--- config.mk ---
export PLATFORM = sky130hd
export DESIGN_NAME = sliding_window_mean_stddev
export DESIGN_NICKNAME = d
export VERILOG_FILES = /design/src/design/swms_pkg.sv /design/src/design/sliding_window_mean_stddev.sv /design/src/design/swms_in_queue.sv /design/src/design/swms_div.sv /design/src/design/swms_sqrt.sv /design/src/design/swms_back.sv
export SDC_FILE = /design/constraint.sdc
export NUM_CORES = 2
export LEC_CHECK = 0
export BUFFER_PORTS_ARGS = -buffer_cell sky130_fd_sc_hd__buf_4
export CORE_ASPECT_RATIO = 0.8
export CORE_MARGIN = 1
export CORE_UTILIZATION = 45
export DETAILED_ROUTE_END_ITERATION = 8
export PLACE_DENSITY = 0.61
export SLEW_MARGIN = 40
export SYNTH_ARGS = -nofsm -noshare
export SYNTH_HDL_FRONTEND = slang
export SYNTH_SLANG_ARGS = --single-unit
--- constraint.sdc ---
create_clock -name clk_i -period 19 [get_ports clk_i]
set_input_delay 3.8 -clock clk_i [delete_from_list [all_inputs] [get_ports clk_i]]
set_output_delay 3.8 -clock clk_i [all_outputs]
set_load 0.1 [all_outputs]
--- src/design/swms_pkg.sv ---
// Shared types and constants for the sliding window mean and deviation block.
package swms_pkg;

  localparam int unsigned WindowSizeDef = 128;
  localparam int unsigned SampleW       = 16;
  localparam int unsigned FillW         = 8;
  localparam int unsigned SqW           = 32;
  localparam int unsigned InQueueDepth  = 2;

  typedef enum logic {
    CMD_PUSH  = 1'b0,
    CMD_CLEAR = 1'b1
  } cmd_e;

  typedef struct packed {
    cmd_e                       command;
    logic signed [SampleW-1:0]  sample;
  } item_t;

  typedef struct packed {
    logic  valid;
    item_t item;
  } in_head_t;

  typedef enum logic [3:0] {
    ST_IDLE,
    ST_SQUARE,
    ST_ACCUM,
    ST_SUM_GO,
    ST_SUM_WAIT,
    ST_SQ_GO,
    ST_SQ_WAIT,
    ST_MUL,
    ST_VAR,
    ST_SQRT_GO,
    ST_SQRT_WAIT,
    ST_DONE
  } back_state_e;

endpackage

--- src/design/sliding_window_mean_stddev.sv ---
// Top level: sliding window mean and standard deviation over Q8.8 samples.
// A push runs the serial divider twice, for the mean and the mean square, then the square root unit.
// A clear skips them and goes straight to the result register.
// Items are handled one at a time, two items queue at the input and one result waits at the output.
// Reset clears the window at once; the sample store needs no clearing pass.
module sliding_window_mean_stddev #(
  parameter int unsigned WINDOW_SIZE = swms_pkg::WindowSizeDef
) (
  input  logic                                 clk_i,
  input  logic                                 rst_ni,
  input  logic                                 push,
  output logic                                 full,
  input  logic                                 command_i,
  input  logic signed [swms_pkg::SampleW-1:0]  sample_i,
  output logic                                 empty,
  input  logic                                 pop,
  output logic signed [swms_pkg::SampleW-1:0]  mean_o,
  output logic [swms_pkg::SampleW-1:0]         std_dev_o,
  output logic [swms_pkg::FillW-1:0]           fill_count_o,
  output logic                                 full_res_o
);

  swms_pkg::item_t    in_item;
  swms_pkg::in_head_t head;
  logic               take;

  assign in_item.command = swms_pkg::cmd_e'(command_i);
  assign in_item.sample  = sample_i;

  swms_in_queue u_front (
    .clk_i  (clk_i),
    .rst_ni (rst_ni),
    .push   (push),
    .full   (full),
    .item_i (in_item),
    .take_i (take),
    .head_o (head)
  );

  swms_back #(
    .WINDOW_SIZE (WINDOW_SIZE)
  ) u_back (
    .clk_i        (clk_i),
    .rst_ni       (rst_ni),
    .head_i       (head),
    .take_o       (take),
    .empty        (empty),
    .pop          (pop),
    .mean_o       (mean_o),
    .std_dev_o    (std_dev_o),
    .fill_count_o (fill_count_o),
    .full_res_o   (full_res_o)
  );

endmodule

--- src/design/swms_in_queue.sv ---
// Input queue that takes command beats and holds them for the back end.
module swms_in_queue (
  input  logic              clk_i,
  input  logic              rst_ni,
  input  logic              push,
  output logic              full,
  input  swms_pkg::item_t   item_i,
  input  logic              take_i,
  output swms_pkg::in_head_t head_o
);

  localparam int unsigned Depth = swms_pkg::InQueueDepth;
  localparam int unsigned IdxW  = $clog2(Depth);
  localparam int unsigned CntW  = $clog2(Depth + 1);

  swms_pkg::item_t slot_q [Depth];
  logic [IdxW-1:0] rd_q, rd_d, wr_q, wr_d;
  logic [CntW-1:0] cnt_q, cnt_d;
  logic            do_push, do_take;

  assign full    = (cnt_q == CntW'(Depth));
  assign do_push = push && !full;
  assign do_take = take_i && (cnt_q != '0);

  always_comb begin
    rd_d  = rd_q;
    wr_d  = wr_q;
    cnt_d = cnt_q;
    if (do_push) begin
      wr_d = (wr_q == IdxW'(Depth - 1)) ? '0 : wr_q + 1'b1;
    end
    if (do_take) begin
      rd_d = (rd_q == IdxW'(Depth - 1)) ? '0 : rd_q + 1'b1;
    end
    if (do_push && !do_take) begin
      cnt_d = cnt_q + 1'b1;
    end else if (!do_push && do_take) begin
      cnt_d = cnt_q - 1'b1;
    end
  end

  always_ff @(posedge clk_i or negedge rst_ni) begin
    if (!rst_ni) begin
      rd_q  <= '0;
      wr_q  <= '0;
      cnt_q <= '0;
    end else begin
      rd_q  <= rd_d;
      wr_q  <= wr_d;
      cnt_q <= cnt_d;
    end
  end

  always_ff @(posedge clk_i) begin
    if (do_push) begin
      slot_q[wr_q] <= item_i;
    end
  end

  assign head_o.valid = (cnt_q != '0);
  assign head_o.item  = slot_q[rd_q];

  a_cnt_bound: assert property (@(posedge clk_i) disable iff (!rst_ni)
    cnt_q <= CntW'(Depth))
    else $error("input queue count out of range");

  a_take_nonempty: assert property (@(posedge clk_i) disable iff (!rst_ni)
    (cnt_q == '0 && !push) |=> (cnt_q == '0))
    else $error("input queue count moved without a beat");

  a_ptr_track: assert property (@(posedge clk_i) disable iff (!rst_ni)
    (cnt_q == '0) |-> (rd_q == wr_q))
    else $error("empty input queue with unequal pointers");

endmodule

--- src/design/swms_div.sv ---
// Serial restoring divider, one quotient bit per cycle.
module swms_div #(
  parameter int unsigned DividendW = 39,
  parameter int unsigned DivisorW  = 8
) (
  input  logic                 clk_i,
  input  logic                 rst_ni,
  input  logic                 start_i,
  input  logic [DividendW-1:0] dividend_i,
  input  logic [DivisorW-1:0]  divisor_i,
  output logic                 done_o,
  output logic [DividendW-1:0] quotient_o
);

  localparam int unsigned StepW = $clog2(DividendW + 1);

  logic [DivisorW-1:0]  rem_q;
  logic [DivisorW-1:0]  div_q;
  logic [DividendW-1:0] quo_q;
  logic [StepW-1:0]     step_q;
  logic                 busy_q, done_q;
  logic [DivisorW:0]    trial;
  logic [DivisorW:0]    diff;
  logic                 fits;

  assign trial = {rem_q, quo_q[DividendW-1]};
  assign fits  = (trial >= {1'b0, div_q});
  assign diff  = trial - {1'b0, div_q};

  always_ff @(posedge clk_i or negedge rst_ni) begin
    if (!rst_ni) begin
      busy_q <= 1'b0;
      done_q <= 1'b0;
      step_q <= '0;
    end else begin
      done_q <= 1'b0;
      if (start_i) begin
        busy_q <= 1'b1;
        step_q <= '0;
      end else if (busy_q) begin
        step_q <= step_q + 1'b1;
        if (step_q == StepW'(DividendW - 1)) begin
          busy_q <= 1'b0;
          done_q <= 1'b1;
        end
      end
    end
  end

  always_ff @(posedge clk_i) begin
    if (start_i) begin
      rem_q <= '0;
      div_q <= divisor_i;
      quo_q <= dividend_i;
    end else if (busy_q) begin
      rem_q <= fits ? diff[DivisorW-1:0] : trial[DivisorW-1:0];
      quo_q <= {quo_q[DividendW-2:0], fits};
    end
  end

  assign done_o     = done_q;
  assign quotient_o = quo_q;

endmodule

--- src/design/swms_sqrt.sv ---
// Iterative floor square root, two radicand bits per cycle.
module swms_sqrt (
  input  logic                      clk_i,
  input  logic                      rst_ni,
  input  logic                      start_i,
  input  logic [swms_pkg::SqW-1:0]  value_i,
  output logic                      done_o,
  output logic [swms_pkg::SampleW-1:0] root_o
);

  localparam int unsigned W = swms_pkg::SqW;

  logic [W-1:0] v_q, root_q, bit_q;
  logic [W-1:0] trial;
  logic         busy_q, done_q;

  assign trial = root_q + bit_q;

  always_ff @(posedge clk_i or negedge rst_ni) begin
    if (!rst_ni) begin
      busy_q <= 1'b0;
      done_q <= 1'b0;
    end else begin
      done_q <= 1'b0;
      if (start_i) begin
        busy_q <= 1'b1;
      end else if (busy_q && bit_q[0]) begin
        busy_q <= 1'b0;
        done_q <= 1'b1;
      end
    end
  end

  always_ff @(posedge clk_i) begin
    if (start_i) begin
      v_q    <= value_i;
      root_q <= '0;
      bit_q  <= W'(1) << (W - 2);
    end else if (busy_q) begin
      if (v_q >= trial) begin
        v_q    <= v_q - trial;
        root_q <= (root_q >> 1) + bit_q;
      end else begin
        root_q <= root_q >> 1;
      end
      bit_q <= bit_q >> 2;
    end
  end

  assign done_o = done_q;
  assign root_o = root_q[swms_pkg::SampleW-1:0];

endmodule

--- src/design/swms_back.sv ---
// Back end: sample store, running sums, sequencer and result register.
module swms_back #(
  parameter int unsigned WINDOW_SIZE = swms_pkg::WindowSizeDef
) (
  input  logic                       clk_i,
  input  logic                       rst_ni,
  input  swms_pkg::in_head_t         head_i,
  output logic                       take_o,
  output logic                       empty,
  input  logic                       pop,
  output logic signed [swms_pkg::SampleW-1:0] mean_o,
  output logic [swms_pkg::SampleW-1:0] std_dev_o,
  output logic [swms_pkg::FillW-1:0] fill_count_o,
  output logic                       full_res_o
);

  localparam int unsigned SW   = swms_pkg::SampleW;
  localparam int unsigned QW   = swms_pkg::SqW;
  localparam int unsigned PtrW = $clog2(WINDOW_SIZE);
  localparam int unsigned CntW = $clog2(WINDOW_SIZE + 1);
  localparam int unsigned SumW = SW + CntW;
  localparam int unsigned SqSumW = 2 * SW - 1 + CntW;

  swms_pkg::back_state_e state_q, state_d;

  logic signed [SW-1:0] mem [WINDOW_SIZE];
  logic signed [SW-1:0] old_q;
  logic signed [SW-1:0] x_q;
  logic [PtrW-1:0]      ptr_q;
  logic [CntW-1:0]      cnt_q;
  logic signed [SumW-1:0] sum_q;
  logic [SqSumW-1:0]    sq_q;
  logic [QW-1:0]        x2_q, old2_q;
  logic signed [SW-1:0] old_eff;
  logic                 win_full;
  logic                 neg_q;
  logic signed [SW-1:0] mean_q;
  logic [QW-1:0]        meansq_q, msq_q, var_q;
  logic [SW-1:0]        sd_q;

  logic                 out_valid_q;
  logic signed [SW-1:0] out_mean_q;
  logic [SW-1:0]        out_sd_q;
  logic [CntW-1:0]      out_cnt_q;
  logic [CntW+swms_pkg::FillW-1:0] cnt_ext;

  logic                 div_start, div_done;
  logic [SqSumW-1:0]    div_dividend, div_quo;
  logic [SumW-1:0]      sum_abs;
  logic                 sqrt_start, sqrt_done;
  logic [SW-1:0]        sqrt_root;
  logic                 out_free;

  assign win_full = (cnt_q == CntW'(WINDOW_SIZE));
  assign old_eff  = win_full ? old_q : '0;
  assign sum_abs  = sum_q[SumW-1] ? SumW'(-sum_q) : SumW'(sum_q);
  assign out_free = !out_valid_q || pop;

  always_comb begin
    state_d      = state_q;
    take_o       = 1'b0;
    div_start    = 1'b0;
    div_dividend = SqSumW'(sum_abs);
    sqrt_start   = 1'b0;
    unique case (state_q)
      swms_pkg::ST_IDLE: begin
        if (head_i.valid) begin
          take_o  = 1'b1;
          state_d = (head_i.item.command == swms_pkg::CMD_CLEAR) ? swms_pkg::ST_DONE
                                                                 : swms_pkg::ST_SQUARE;
        end
      end
      swms_pkg::ST_SQUARE:  state_d = swms_pkg::ST_ACCUM;
      swms_pkg::ST_ACCUM:   state_d = swms_pkg::ST_SUM_GO;
      swms_pkg::ST_SUM_GO: begin
        div_start = 1'b1;
        state_d   = swms_pkg::ST_SUM_WAIT;
      end
      swms_pkg::ST_SUM_WAIT: if (div_done) state_d = swms_pkg::ST_SQ_GO;
      swms_pkg::ST_SQ_GO: begin
        div_start    = 1'b1;
        div_dividend = sq_q;
        state_d      = swms_pkg::ST_SQ_WAIT;
      end
      swms_pkg::ST_SQ_WAIT: if (div_done) state_d = swms_pkg::ST_MUL;
      swms_pkg::ST_MUL:     state_d = swms_pkg::ST_VAR;
      swms_pkg::ST_VAR:     state_d = swms_pkg::ST_SQRT_GO;
      swms_pkg::ST_SQRT_GO: begin
        sqrt_start = 1'b1;
        state_d    = swms_pkg::ST_SQRT_WAIT;
      end
      swms_pkg::ST_SQRT_WAIT: if (sqrt_done) state_d = swms_pkg::ST_DONE;
      swms_pkg::ST_DONE:    if (out_free) state_d = swms_pkg::ST_IDLE;
      default:              state_d = swms_pkg::ST_IDLE;
    endcase
  end

  always_ff @(posedge clk_i or negedge rst_ni) begin
    if (!rst_ni) begin
      state_q     <= swms_pkg::ST_IDLE;
      ptr_q       <= '0;
      cnt_q       <= '0;
      sum_q       <= '0;
      sq_q        <= '0;
      out_valid_q <= 1'b0;
    end else begin
      state_q <= state_d;
      if (state_q == swms_pkg::ST_IDLE && take_o &&
          head_i.item.command == swms_pkg::CMD_CLEAR) begin
        ptr_q <= '0;
        cnt_q <= '0;
        sum_q <= '0;
        sq_q  <= '0;
      end
      if (state_q == swms_pkg::ST_ACCUM) begin
        sum_q <= sum_q + SumW'(x_q) - SumW'(old_eff);
        sq_q  <= sq_q + SqSumW'(x2_q) - SqSumW'(old2_q);
        ptr_q <= (ptr_q == PtrW'(WINDOW_SIZE - 1)) ? '0 : ptr_q + 1'b1;
        if (!win_full) begin
          cnt_q <= cnt_q + 1'b1;
        end
      end
      if (state_q == swms_pkg::ST_DONE && out_free) begin
        out_valid_q <= 1'b1;
      end else if (pop) begin
        out_valid_q <= 1'b0;
      end
    end
  end

  always_ff @(posedge clk_i) begin
    if (state_q == swms_pkg::ST_IDLE && take_o) begin
      x_q   <= head_i.item.sample;
      old_q <= mem[ptr_q];
      if (head_i.item.command == swms_pkg::CMD_CLEAR) begin
        mean_q <= '0;
        sd_q   <= '0;
      end
    end
    if (state_q == swms_pkg::ST_SQUARE) begin
      mem[ptr_q] <= x_q;
      x2_q       <= QW'(x_q * x_q);
      old2_q     <= QW'(old_eff * old_eff);
    end
    if (state_q == swms_pkg::ST_SUM_GO) begin
      neg_q <= sum_q[SumW-1];
    end
    if (state_q == swms_pkg::ST_SUM_WAIT && div_done) begin
      mean_q <= neg_q ? -SW'(div_quo) : SW'(div_quo);
    end
    if (state_q == swms_pkg::ST_SQ_WAIT && div_done) begin
      meansq_q <= QW'(div_quo);
    end
    if (state_q == swms_pkg::ST_MUL) begin
      msq_q <= QW'(mean_q * mean_q);
    end
    if (state_q == swms_pkg::ST_VAR) begin
      var_q <= (meansq_q > msq_q) ? meansq_q - msq_q : '0;
    end
    if (state_q == swms_pkg::ST_SQRT_WAIT && sqrt_done) begin
      sd_q <= sqrt_root;
    end
    if (state_q == swms_pkg::ST_DONE && out_free) begin
      out_mean_q <= mean_q;
      out_sd_q   <= sd_q;
      out_cnt_q  <= cnt_q;
    end
  end

  swms_div #(
    .DividendW (SqSumW),
    .DivisorW  (CntW)
  ) u_div (
    .clk_i      (clk_i),
    .rst_ni     (rst_ni),
    .start_i    (div_start),
    .dividend_i (div_dividend),
    .divisor_i  (cnt_q),
    .done_o     (div_done),
    .quotient_o (div_quo)
  );

  swms_sqrt u_sqrt (
    .clk_i   (clk_i),
    .rst_ni  (rst_ni),
    .start_i (sqrt_start),
    .value_i (var_q),
    .done_o  (sqrt_done),
    .root_o  (sqrt_root)
  );

  assign cnt_ext      = {{swms_pkg::FillW{1'b0}}, out_cnt_q};
  assign empty        = !out_valid_q;
  assign mean_o       = out_mean_q;
  assign std_dev_o    = out_sd_q;
  assign fill_count_o = cnt_ext[swms_pkg::FillW-1:0];
  assign full_res_o   = (out_cnt_q == CntW'(WINDOW_SIZE));

  a_cnt_bound: assert property (@(posedge clk_i) disable iff (!rst_ni)
    cnt_q <= CntW'(WINDOW_SIZE))
    else $error("fill count above window size");

  a_ptr_follows_cnt: assert property (@(posedge clk_i) disable iff (!rst_ni)
    !win_full |-> (CntW'(ptr_q) == cnt_q))
    else $error("write pointer out of step with fill count");

  a_take_idle: assert property (@(posedge clk_i) disable iff (!rst_ni)
    take_o |-> (state_q == swms_pkg::ST_IDLE && head_i.valid))
    else $error("item taken outside idle");

  a_no_overwrite: assert property (@(posedge clk_i) disable iff (!rst_ni)
    (out_valid_q && !pop) |=> (out_valid_q && $stable(out_mean_q)))
    else $error("waiting result overwritten");

endmodule

==> flow_summary.ini <==
[logic_synthesis]
syn_inst = 9628
yosys.area.top_type_share = 0.559
synthFlopType = edfxtp_1
ys_seq_area_frac = 0.586
synth_seq_cells = 2576
yosys-top-cells-area = edfxtp_1, fa_1, ha_1, a22oi_1, inv_1
ys_warn_count = 0
yosysTopAreaCell = edfxtp_1
syn_area_per_cell_sq_um = 13.5
synth_edf_count = 2423
syn-cell-area_sq_um = 130000
ys_types = 89
synthArstFlopShare = 0.0377
syn-num-nets = 10800

[global_routing]
grt_pass1_wl_um = 542000
grt-ovfl-total = 0
grt_start_max_net_pins = 145
antenna_found_initial = 14
grtUsageTotal = 0.249
grt_pass1_vias = 83200

[detailed_routing]
wl_per_cell_um = 26.2
antenna_left = 0
num_vias = 81800
first_pass_iters = 6
drc_errors = 0
via_per_inst = 5.91
drtIter0Drc = 8806
finalWirelength_um = 363000

[finish]
layout-drive-gt1-share = 0.0840
area_delta_synth_final_pct = 11.3
nFillCells = 24500
fin_area_sq_um = 145000
nets = 11000
layout_commonest_cell = edfxtp_1
final_cell_mix = edfxtp_1, inv_1, fa_1

[sta]
rsz0062_at_grt = no
maxSlewViolCount = 0
max_freq_ghz = 0.113
finClkSkew_ns = 0.0741
setup_viol_count_final = 0
period_needed_ns = 8.82
hold_violations = 0
layout_setup_ws_ns = 10.18
period_share = 0.464
max-slew-margin-rel = 0.347
setup_tns_ns = 0
worst_pin_slew_ns = 0.975

[pwr]
swShare = 0.201
cellLeakagePower_uw = 0.0535
pwr-share-comb = 0.005
p_per_area_nw_per_um2 = 78.2
pwr-share-clk = 0.453
p_seq_frac = 0.542
total_power_uw = 11300
p_sw_uw = 2280
p_int_uw = 9060
peakVddDrop_mv = 0.0753

[flow_run]
max-cap-violations = 0

[clock_network]
clockRootBuffer = clkbuf_16
cts_tree = yes
clkSlewWorstSetupHoldPaths_ns = 0.06
cts_made_buffers = 269
cts.sinks = 2576
post_cts_resized = 0
cts.path.max_buffers = 4
insertion_delay_ns = 0.88
hold_buffers = 0
cts.htree.levels = 5
cts_setup_buffers = 0

[die]
die_x_um = 603
dieArea_sq_um = 291000
ios = 64
core_sq_um = 288000
start_util = 0.453
dieHeight_um = 483
num_rows = 176

[worst_setup_path]
crit_buf_inv = 5
crit_family = adder cells
worstRegToRegCells = 29
critical_path_required_ns = 19.60
worstSetupEndpointType = flip-flop
worst-path-stages = 29
cpPeakStageDelay_ns = 0.66
crit_slowest_cell = a2111oi_0
crit_type = reg -> reg
critPathMaxFanout = 65
critPathLaunchType = flip-flop
crit_path_frequent_cell = fa_1
critPathArrivalTime_ns = 9.42

[place]
pre_cts_slack_ns = 10.25
placed_area_sq_um = 136000
place.gp.congestion = 0.914
dp_hpwl_um = 231000
io_buffer_count = 63

[worst_hold_path]
hold_path_class = reg -> reg
holdPathStages = 0

[status]
status = finished clean
-- metal layers --
metal,track usage,vias to the layer above,routed length (um)
li1,-,35700,-
met1,0.371,41900,160000
met2,0.370,3764,158000
met3,0.0560,481,36700
met4,0.0578,2,8210
met5,0,-,7
-- worst reg2reg max path, delay by kind of cell, from the launching register on --
kind,cells,cell delay (ns)
adder cells (fa/ha/maj),8,3.10
AND/OR/NAND/NOR,10,2.56
buffers and inverters,5,1.15
AO/OA/AOI/OAI,4,1.11
flip-flops,1,0.44
XOR/XNOR,2,0.24
-- synthesized netlist by cell type, types with 109 or more instances --
cell type,count
a21oi_1,235
ha_1,431
nand2_1,466
nand4_1,161
fa_1,767
xnor2_1,208
inv_1,1186
clkbuf_1,268
edfxtp_1,2423
a22oi_1,638
xor2_1,109
nand3_1,109
a221oi_1,199
nor2_1,467
a31oi_1,162
and2_1,122
a22o_1,203
o21ai_0,271
-- cell families (layout without fill, tap and decap cells) --
kind of cell	Yosys count	in the layout	synth area share
flip-flops	2576	2576	0.586
AO/OA/AOI/OAI	2186	2186	0.119
AND/OR/NAND/NOR	1664	1664	0.0612
buffers and inverters	1630	2011	0.0478
adder cells (fa/ha/maj)	1198	1198	0.159
XOR/XNOR	317	317	0.0213
multiplexers	57	57	0.00460
other	0	7	0
-- through the flow --
step	hold WS (ns)	cells	util
2_1_floorplan	0.400	9628	-
3_3_place_gp	0.401	13300	0.473
3_5_place_dp	0.405	13400	0.474
4_1_cts	0.418	13800	0.503
5_1_grt	0.425	13800	0.504
6_report	0.419	13800	0.504
-- worst paths after layout --
path	end	startpoint	slack, ns
min in group asynchronous	u_back.out_valid_q$_DFFE_PN0P_	rst_ni	2.97
setup / recovery	u_back.old2_q[30]$_DFFE_PP_	u_back.cnt_q[0]$_DFF_PN0_	10.18
setup reg to reg	u_back.old2_q[30]$_DFFE_PP_	u_back.cnt_q[0]$_DFF_PN0_	10.18
max in group asynchronous	u_back.sum_q[23]$_DFFE_PN0P_	rst_ni	14.88
hold / removal	u_back.std_dev_o[4]$_DFFE_PP_	u_back.sd_q[4]$_SDFFCE_PN0P_	0.42
hold reg to reg	u_back.std_dev_o[4]$_DFFE_PP_	u_back.sd_q[4]$_SDFFCE_PN0P_	0.42
-- power groups by stage --
stage | sequential (uW) | clock (uW) | combinational, uW
2_1_floorplan | 6260 | 0 | 31.9
6_report | 6150 | 5130 | 57.5
4_1_cts | 6150 | 5200 | 60.1
3_5_place_dp | 6270 | 0 | 59.8
5_1_grt | 6150 | 5410 | 63.0
3_3_place_gp | 6270 | 0 | 58.6
-- state kept, by name, indices dropped and copies added (netlist names), 24 cells and up --
register                 flops
u_back.u_sqrt.root_q        32
u_back.old2_q               31
u_back.msq_q                31
u_back.mem                2048
u_back.var_q                32
u_front.slot_q              34
u_back.meansq_q             32
u_back.sq_q                 39
u_back.x2_q                 31
u_back.u_sqrt.v_q           32
u_back.u_div.quotient_o     39
u_back.sum_q                24
-- layout make-up --
cell class / instances / area, sq um / share of cell area
Antenna cell: 7 / 17.5 / 0.000121
Clock buffer: 326 / 7190 / 0.0496
Clock inverter: 147 / 1240 / 0.00855
Inverter: 1190 / 4470 / 0.0308
Multi-Input combinational cell: 5422 / 48000 / 0.331
Sequential cell: 2576 / 76300 / 0.527
Tap cell: 3827 / 4790 / 0.0330
Timing Repair Buffer: 348 / 2970 / 0.0205
No activity file was read; power rests on OpenSTA's default activity.
